`config.mk`:
```
export PLATFORM = sky130hd
export DESIGN_NAME = sliding_window_byte_rate_limiter
export DESIGN_NICKNAME = d
export VERILOG_FILES = /design/src/swbrl_pkg.sv /design/src/sliding_window_byte_rate_limiter.sv
export VERILOG_INCLUDE_DIRS = /design/src /design/src/src
export SDC_FILE = /design/constraint.sdc
export NUM_CORES = 2
export LEC_CHECK = 0
export BUFFER_PORTS_ARGS = -buffer_cell sky130_fd_sc_hd__buf_2
export CAP_MARGIN = 20
export CORE_ASPECT_RATIO = 1.1
export CORE_UTILIZATION = 57
export CTS_CLUSTER_DIAMETER = 120
export CTS_CLUSTER_SIZE = 40
export DETAILED_ROUTE_END_ITERATION = 10
export PLACE_DENSITY = 0.71
export SYNTH_ARGS = -nofsm -noshare
export SYNTH_HDL_FRONTEND = slang
export SYNTH_SLANG_ARGS = --single-unit
```
`constraint.sdc`:
```
create_clock -name clk -period 11.7 [get_ports clk]
set_input_delay 0 -clock clk [delete_from_list [all_inputs] [get_ports clk]]
set_output_delay 0 -clock clk [all_outputs]
set_load 0.005 [all_outputs]
```
`src/sliding_window_byte_rate_limiter_assert.svh`:
```
// Assertion macros for the rate limiter.
`ifndef SLIDING_WINDOW_BYTE_RATE_LIMITER_ASSERT_SVH
`define SLIDING_WINDOW_BYTE_RATE_LIMITER_ASSERT_SVH

`ifndef SYNTHESIS
`define SWBRL_ASSERT_NOW(label, ante, cons, msg) \
	label: assert property (@(posedge clk) disable iff (!arst_n) (ante) |-> (cons)) \
		else $error(msg);
`define SWBRL_ASSERT_NEXT(label, ante, cons, msg) \
	label: assert property (@(posedge clk) disable iff (!arst_n) (ante) |=> (cons)) \
		else $error(msg);
`else
`define SWBRL_ASSERT_NOW(label, ante, cons, msg)
`define SWBRL_ASSERT_NEXT(label, ante, cons, msg)
`endif

`endif

```
`src/swbrl_pkg.sv`:
```
package swbrl_pkg;

	localparam int unsigned TICK_W     = 32;
	localparam int unsigned BYTES_W    = 16;
	localparam int unsigned LIMIT_W    = 40;
	localparam int unsigned SHOWN_W    = 22;
	localparam int unsigned CFG_IDX_W  = 8;

	localparam logic [SHOWN_W-1:0] WINDOW_BYTES_MAX = {SHOWN_W{1'b1}};

	localparam logic [TICK_W-1:0]  WINDOW_TICKS_RST     = 32'd1000;
	localparam logic [LIMIT_W-1:0] WINDOW_BIT_LIMIT_RST = 40'd54000000;

	// register indexes
	localparam logic [CFG_IDX_W-1:0] REG_WINDOW_TICKS     = 8'd0;
	localparam logic [CFG_IDX_W-1:0] REG_WINDOW_BIT_LIMIT = 8'd1;

	// result status codes
	localparam logic [1:0] STATUS_OK      = 2'd0;
	localparam logic [1:0] STATUS_OVER    = 2'd1;
	localparam logic [1:0] STATUS_FULL    = 2'd2;

	typedef struct packed {
		logic [TICK_W-1:0]  now_tick;
		logic [BYTES_W-1:0] byte_count;
	} req_t;

	typedef struct packed {
		logic               accepted;
		logic [1:0]         status;
		logic [SHOWN_W-1:0] window_bytes;
	} rsp_t;

	typedef struct packed {
		logic [TICK_W-1:0]  rec_time;
		logic [BYTES_W-1:0] rec_bytes;
	} record_t;

	typedef enum logic {
		ST_IDLE,
		ST_EVICT
	} state_t;

endpackage

```
`src/sliding_window_byte_rate_limiter.sv`:
```
// Sliding-window byte rate limiter. Issue a request (now_tick, byte_count) by raising start
// while busy is low; one result beat follows on rsp, marked by a single-cycle done strobe,
// and it cannot be held off. Records that have aged out of the window are evicted first:
// the records sit in one synchronous memory with a single read port, and eviction walks
// it oldest first, one record per cycle. A record is evicted at most once. busy drops
// in the cycle the result is shown, so the next request may start then. Configuration
// writes (cfg_valid/cfg_ready) are always taken and should only be issued while busy is
// low. Status 1 (over limit) takes priority over status 2 (ring full).
`include "sliding_window_byte_rate_limiter_assert.svh"

module sliding_window_byte_rate_limiter #(
	parameter int unsigned HISTORY_DEPTH = 64
) (
	input  logic                                   clk,
	input  logic                                   arst_n,
	input  logic                                   start,
	output logic                                   busy,
	input  swbrl_pkg::req_t                        req,
	output logic                                   done,
	output swbrl_pkg::rsp_t                        rsp,
	input  logic                                   cfg_valid,
	output logic                                   cfg_ready,
	input  logic [swbrl_pkg::CFG_IDX_W-1:0]        cfg_index,
	input  logic [swbrl_pkg::LIMIT_W-1:0]          cfg_data
);

	localparam int unsigned IW   = (HISTORY_DEPTH > 1) ? $clog2(HISTORY_DEPTH) : 1;
	localparam int unsigned CW   = $clog2(HISTORY_DEPTH + 1);
	localparam int unsigned SW   = swbrl_pkg::BYTES_W + CW;
	localparam int unsigned CMPW = (SW + 4 > swbrl_pkg::LIMIT_W) ? SW + 4 : swbrl_pkg::LIMIT_W;
	localparam int unsigned SWX  = (SW > swbrl_pkg::SHOWN_W) ? SW : swbrl_pkg::SHOWN_W;

	swbrl_pkg::state_t state_q, state_d;

	logic [swbrl_pkg::TICK_W-1:0]  win_ticks_q;
	logic [swbrl_pkg::LIMIT_W-1:0] win_limit_q;
	logic [IW-1:0]                 oldest_q;
	logic [CW-1:0]                 count_q;
	logic [SW-1:0]                 sum_q;
	swbrl_pkg::req_t               cur_q;
	swbrl_pkg::record_t            rd_q;
	swbrl_pkg::rsp_t               rsp_q;
	logic                          done_q;

	swbrl_pkg::record_t            mem [HISTORY_DEPTH];

	logic                          take;
	logic [swbrl_pkg::TICK_W-1:0]  age;
	logic                          evict_hit;
	logic                          decide;
	logic [IW-1:0]                 oldest_inc;
	logic [IW-1:0]                 rd_addr;
	logic [SW:0]                   total;
	logic                          over;
	logic                          full;
	logic                          accept_ok;
	logic [IW:0]                   slot_sum;
	logic [IW-1:0]                 slot;
	logic [SW-1:0]                 new_sum;
	logic [swbrl_pkg::SHOWN_W-1:0] shown;

	assign take      = start && !busy;
	assign cfg_ready = 1'b1;

	// eviction check and decision
	always_comb begin
		age        = cur_q.now_tick - rd_q.rec_time;
		evict_hit  = (state_q == swbrl_pkg::ST_EVICT) && (count_q != '0) &&
			(age >= win_ticks_q);
		decide     = (state_q == swbrl_pkg::ST_EVICT) && !evict_hit;
		oldest_inc = (oldest_q == IW'(HISTORY_DEPTH - 1)) ? '0 : oldest_q + 1'b1;
		// walk ahead during eviction so the next record is ready in the following cycle
		rd_addr    = evict_hit ? oldest_inc : oldest_q;
		total      = {1'b0, sum_q} + (SW+1)'(cur_q.byte_count);
		over       = (CMPW'(total) << 3) > CMPW'(win_limit_q);
		full       = count_q >= CW'(HISTORY_DEPTH);
		accept_ok  = !over && !full;
		slot_sum   = {1'b0, oldest_q} + (IW+1)'(count_q);
		slot       = (slot_sum >= (IW+1)'(HISTORY_DEPTH)) ?
			IW'(slot_sum - (IW+1)'(HISTORY_DEPTH)) : IW'(slot_sum);
		new_sum    = accept_ok ? total[SW-1:0] : sum_q;
		shown      = (SWX'(new_sum) > SWX'(swbrl_pkg::WINDOW_BYTES_MAX)) ?
			swbrl_pkg::WINDOW_BYTES_MAX : swbrl_pkg::SHOWN_W'(new_sum);
	end

	always_comb begin
		state_d = state_q;
		busy    = 1'b0;
		case (state_q)
			swbrl_pkg::ST_IDLE: begin
				if (start) begin
					state_d = swbrl_pkg::ST_EVICT;
				end
			end
			swbrl_pkg::ST_EVICT: begin
				busy = 1'b1;
				if (decide) begin
					state_d = swbrl_pkg::ST_IDLE;
				end
			end
			default: begin
				state_d = swbrl_pkg::ST_IDLE;
			end
		endcase
	end

	always_ff @(posedge clk or negedge arst_n) begin
		if (!arst_n) begin
			state_q <= swbrl_pkg::ST_IDLE;
		end else begin
			state_q <= state_d;
		end
	end

	always_ff @(posedge clk or negedge arst_n) begin
		if (!arst_n) begin
			win_ticks_q <= swbrl_pkg::WINDOW_TICKS_RST;
			win_limit_q <= swbrl_pkg::WINDOW_BIT_LIMIT_RST;
			oldest_q    <= '0;
			count_q     <= '0;
			sum_q       <= '0;
			done_q      <= 1'b0;
		end else begin
			done_q <= decide;
			if (cfg_valid && cfg_ready) begin
				case (cfg_index)
					swbrl_pkg::REG_WINDOW_TICKS: begin
						win_ticks_q <= cfg_data[swbrl_pkg::TICK_W-1:0];
					end
					swbrl_pkg::REG_WINDOW_BIT_LIMIT: begin
						win_limit_q <= cfg_data;
					end
					default: begin
					end
				endcase
			end
			if (evict_hit) begin
				sum_q    <= sum_q - SW'(rd_q.rec_bytes);
				oldest_q <= oldest_inc;
				count_q  <= count_q - 1'b1;
			end else if (decide && accept_ok) begin
				sum_q   <= new_sum;
				count_q <= count_q + 1'b1;
			end
		end
	end

	always_ff @(posedge clk) begin
		if (take) begin
			cur_q <= req;
		end
		if (decide) begin
			rsp_q.accepted     <= accept_ok;
			rsp_q.status       <= over ? swbrl_pkg::STATUS_OVER :
				(full ? swbrl_pkg::STATUS_FULL : swbrl_pkg::STATUS_OK);
			rsp_q.window_bytes <= shown;
		end
	end

	// record memory: one write port, one registered read port
	always_ff @(posedge clk) begin
		if (decide && accept_ok) begin
			mem[slot] <= {cur_q.now_tick, cur_q.byte_count};
		end
		rd_q <= mem[rd_addr];
	end

	assign done = done_q;
	assign rsp  = rsp_q;

	`SWBRL_ASSERT_NOW(a_count_bound, 1'b1, count_q <= CW'(HISTORY_DEPTH), "record count beyond depth")
	`SWBRL_ASSERT_NOW(a_empty_sum, count_q == '0, sum_q == '0, "empty ring with nonzero byte sum")
	`SWBRL_ASSERT_NEXT(a_start_busy, take, busy && !done, "accepted request did not go busy")
	`SWBRL_ASSERT_NOW(a_done_src, done, $past(state_q) == swbrl_pkg::ST_EVICT, "result without request")

endmodule
```
==> impl_metrics.json <==
{
  "synth_most_common_cell": "edfxtp_1",
  "fin_crit_sh": 0.776,
  "clockBufferDepth": 3,
  "clk_pin_slew_ns": 0.15,
  "synth.largest_area_cell": "edfxtp_1",
  "power_density_nw_per_um2": 192,
  "multiInputGateArea_um2": 30900,
  "yosys.area_share.adder": 0.0132,
  "clock_latency_ns": 0.85,
  "status": "finished clean",
  "fin_tns_setup_ns": 0,
  "yosys-top-cells-area": "edfxtp_1 (72%), mux4_2 (4.8%), nand2_1 (4.4%)",
  "vias": 78800,
  "start_util": 0.574,
  "syn_to_final_growth_pct": 8.30,
  "slew_violations": 0,
  "leakage_nw": 46.3,
  "regArea_um2": 98200,
  "die_area_um2": 232000,
  "arrival_ns": 9.57,
  "clock_skew_ns": 0.0894,
  "drive_above_1_share": 0.108,
  "synth_seq_area_share": 0.749,
  "async_flop_share": 0.0333,
  "postRouteAntennaNets": 0,
  "die_w_um": 459,
  "cpMaxStageDelayCell": "nor2_4",
  "cp_slowest_stage_delay_ns": 1.02,
  "viasPerCell": 6.75,
  "fmax_ghz": 0.110,
  "synth-simple-area-share": 0.0883,
  "hold_end": "cur_q[11]",
  "fin_cells": 11700,
  "path_class": "flip-flop to flip-flop",
  "grt_pass1_wl_um": 559000,
  "min_path_cells": 2,
  "min_from": "req[11]",
  "start_kind": "flip-flop",
  "rr_startpoint": "cur_q[0]",
  "cp.depth": 23,
  "clock-sinks": 3303,
  "r2r_slack_ns": 2.62,
  "io_pins": 128,
  "grt_pass1_vias": 74200,
  "grt_max_degree": 153,
  "timing.critical_path.mode_cell": "a21o_1",
  "rsz0062_at_grt": "false",
  "hold_viol": 0,
  "dp.cells": 11300,
  "worst_pin_slew_ns": 1.20,
  "r2r_end": "mem[34][0]",
  "htree_levels": 3,
  "cp_data_required_time_ns": 12.19,
  "dp_hpwl_um": 235000,
  "syn_area_um2": 131000,
  "synthCells": 8269,
  "fin_crit_ns": 9.08,
  "post_cts_resized": 0,
  "place_congestion": 0.925,
  "yosysWarnings": 0,
  "cap_viol_max_count": 0,
  "cts_buffers": 94,
  "syn-num-nets": 8504,
  "tritoncts": "built",
  "wirelength_um": 401000,
  "synth_top_family_by_area": "simple AND/OR/NAND/NOR gates",
  "yosys-top-cells-count": "edfxtp_1 (3145), nand2_1 (1530), nand3_1 (682)",
  "cp_top_family": "simple AND/OR/NAND/NOR gates",
  "crit_chain": "ha_1 > fa_1 > a21o_1 > a21oi_1 > o21ai_0 > nor2b_1 > a2111oi_0 > o21ai_0 > a21o_1 > a21oi_1 > nor2_1 > xor2_1 > ha_1 > nand4_1 > nor4_1 > a31oi_1 > a21o_1 > a21o_1 > inv_1 > and2_1 > nand3_1 > nor2_4 > buf_4",
  "synth_xor_area_frac": 0.00562,
  "synthFlopType": "edfxtp_1",
  "hp-class": "input port to flip-flop",
  "r2r_cells": 23,
  "antenna_found_initial": 29,
  "die_y_um": 505,
  "synth_compound_area_frac": 0.0460,
  "nFillCells": 16200,
  "first_pass_iters": 9,
  "yosysTopAreaCellShare": 0.721,
  "syn_avg_cell_area_um2": 15.8,
  "muxShareOfSynthArea": 0.0778,
  "cp_max_fo": 23,
  "yosysUniqueCellTypes": 76,
  "drc": 0,
  "portBuffers": 126,
  "row_count": 184,
  "coreArea_um2": 228000,
  "synth-edff-count": 3145,
  "path_buf_inv": 2,
  "setup_viol": 0,
  "grt_util_all_layers": 0.343,
  "wl_per_cell_um": 34.4,
  "cp-end-kind": "flip-flop",
  "root_buffer": "clkbuf_16",
  "relSlewSlack": 0.198,
  "overflow": 0,
  "layout.nets": 8744,
  "drtIter0Drc": 14100,
  "irDropWorstVdd_v": 0.000191,
  "ys_ff_latch": 3303
}
## worst register-to-register path: cells and delay by family, from the launching register on
| kind | cells | cell delay (ns) |
|---|---|---|
| compound gates | 10 | 2.88 |
| fa+ha+maj | 3 | 1.01 |
| flops | 1 | 0.55 |
| simple gates | 7 | 3.17 |
| buf+inv | 2 | 0.91 |
| xor+xnor | 1 | 0.20 |
## layout make-up
cell class                 instances  area share
inverter                         132     0.00362
clock buffer                     164      0.0189
antenna                            9    0.000159
clock inverter                    11     0.00116
sequential                      3303       0.692
timing repair buffer             596      0.0391
multi-input combinational       4382       0.218
tap                             3069      0.0271
## metrics by stage
| stage | hold WS (ns) | total power, mW | cell area, µm² | worst slack, ns | utilization |
|---|---|---|---|---|---|
| 3_3_place_gp | 0.0576 | 22.2 | 137000 | 2.71 | 0.598 |
| 3_5_place_dp | 0.0641 | 22.3 | 137000 | 2.81 | 0.598 |
| 2_1_floorplan | -0.296 | 19.5 | 131000 | 2.68 | - |
| 5_1_grt | 0.0239 | 28.1 | 142000 | 2.27 | 0.621 |
| 4_1_cts | 0.00330 | 27.1 | 142000 | 2.76 | 0.620 |
| 6_report | 0.0101 | 27.3 | 142000 | 2.62 | 0.621 |
## repair_timing
action | CTS | global route
setup endpoints to repair | 0 | 0
hold endpoints to repair | 218 | 11
buffers inserted | 0 | 0
hold buffers | 221 | 5
## layout by cell type (no fill, tap or decap), types with 60 or more instances in the layout
cell type,netlist,layout
edfxtp_1,3145,3145
a32oi_1,105,105
buf_2,107,125
nand2_1,1530,1529
a21oi_1,112,111
xnor2_1,60,60
nand4_1,90,90
clkbuf_1,235,67
a31oi_1,72,72
nor2_1,164,90
inv_1,131,128
clkbuf_16,0,97
buf_4,24,180
nor2_4,0,71
o21ai_0,113,112
buf_12,1,63
o2111ai_1,79,79
dlygate4sd3_1,0,225
mux2i_1,335,335
a22oi_1,76,76
ha_1,130,130
nand3_1,682,681
mux4_2,281,281
dfrtp_1,90,90
## state kept, by name, summed over array words and instances, names as in the netlist
name         flops
win_ticks_q     32
done             1
win_limit_q     40
state_q          1
cur_q           48
mem           3072
rsp             25
rd_q            48
oldest_q         6
sum_q           23
count_q          7
## worst max-delay path by stage
stage	from	to	slack (ns)
2_1_floorplan	cur_q[16]	mem[13][0]	2.68
3_3_place_gp	cur_q[0]	mem[34][16]	2.71
3_5_place_dp	cur_q[0]	mem[34][0]	2.81
4_1_cts	cur_q[0]	mem[34][0]	2.76
5_1_grt	cur_q[0]	mem[34][0]	2.27
6_report	cur_q[0]	mem[34][0]	2.62
## layer usage
metal | vias up | global-route usage | wire [µm]
met2 | 5675 | 0.520 | 182000
met4 | 12 | 0.166 | 22600
li1 | 32100 | - | -
met3 | 867 | 0.0728 | 51700
met5 | - | 0 | 87
met1 | 40100 | 0.479 | 144000
## report_power, final
part | switching (mW) | internal, mW | total [mW]
sequential | 0.353 | 13.7 | 14.0
clock | 3.37 | 1.62 | 4.99
combinational | 5.44 | 2.84 | 8.28
## cells by family (layout without fill, tap and decap cells)
kind of cell | after synthesis | after routing
flip-flops | 3303 | 3303
AND/OR/NAND/NOR | 2659 | 2659
AO/OA/AOI/OAI | 843 | 843
multiplexers | 660 | 660
buffers and inverters | 584 | 903
adder cells (fa/ha/maj) | 135 | 135
XOR/XNOR | 84 | 84
other | 1 | 10
Power figures use the tool's default switching activity.
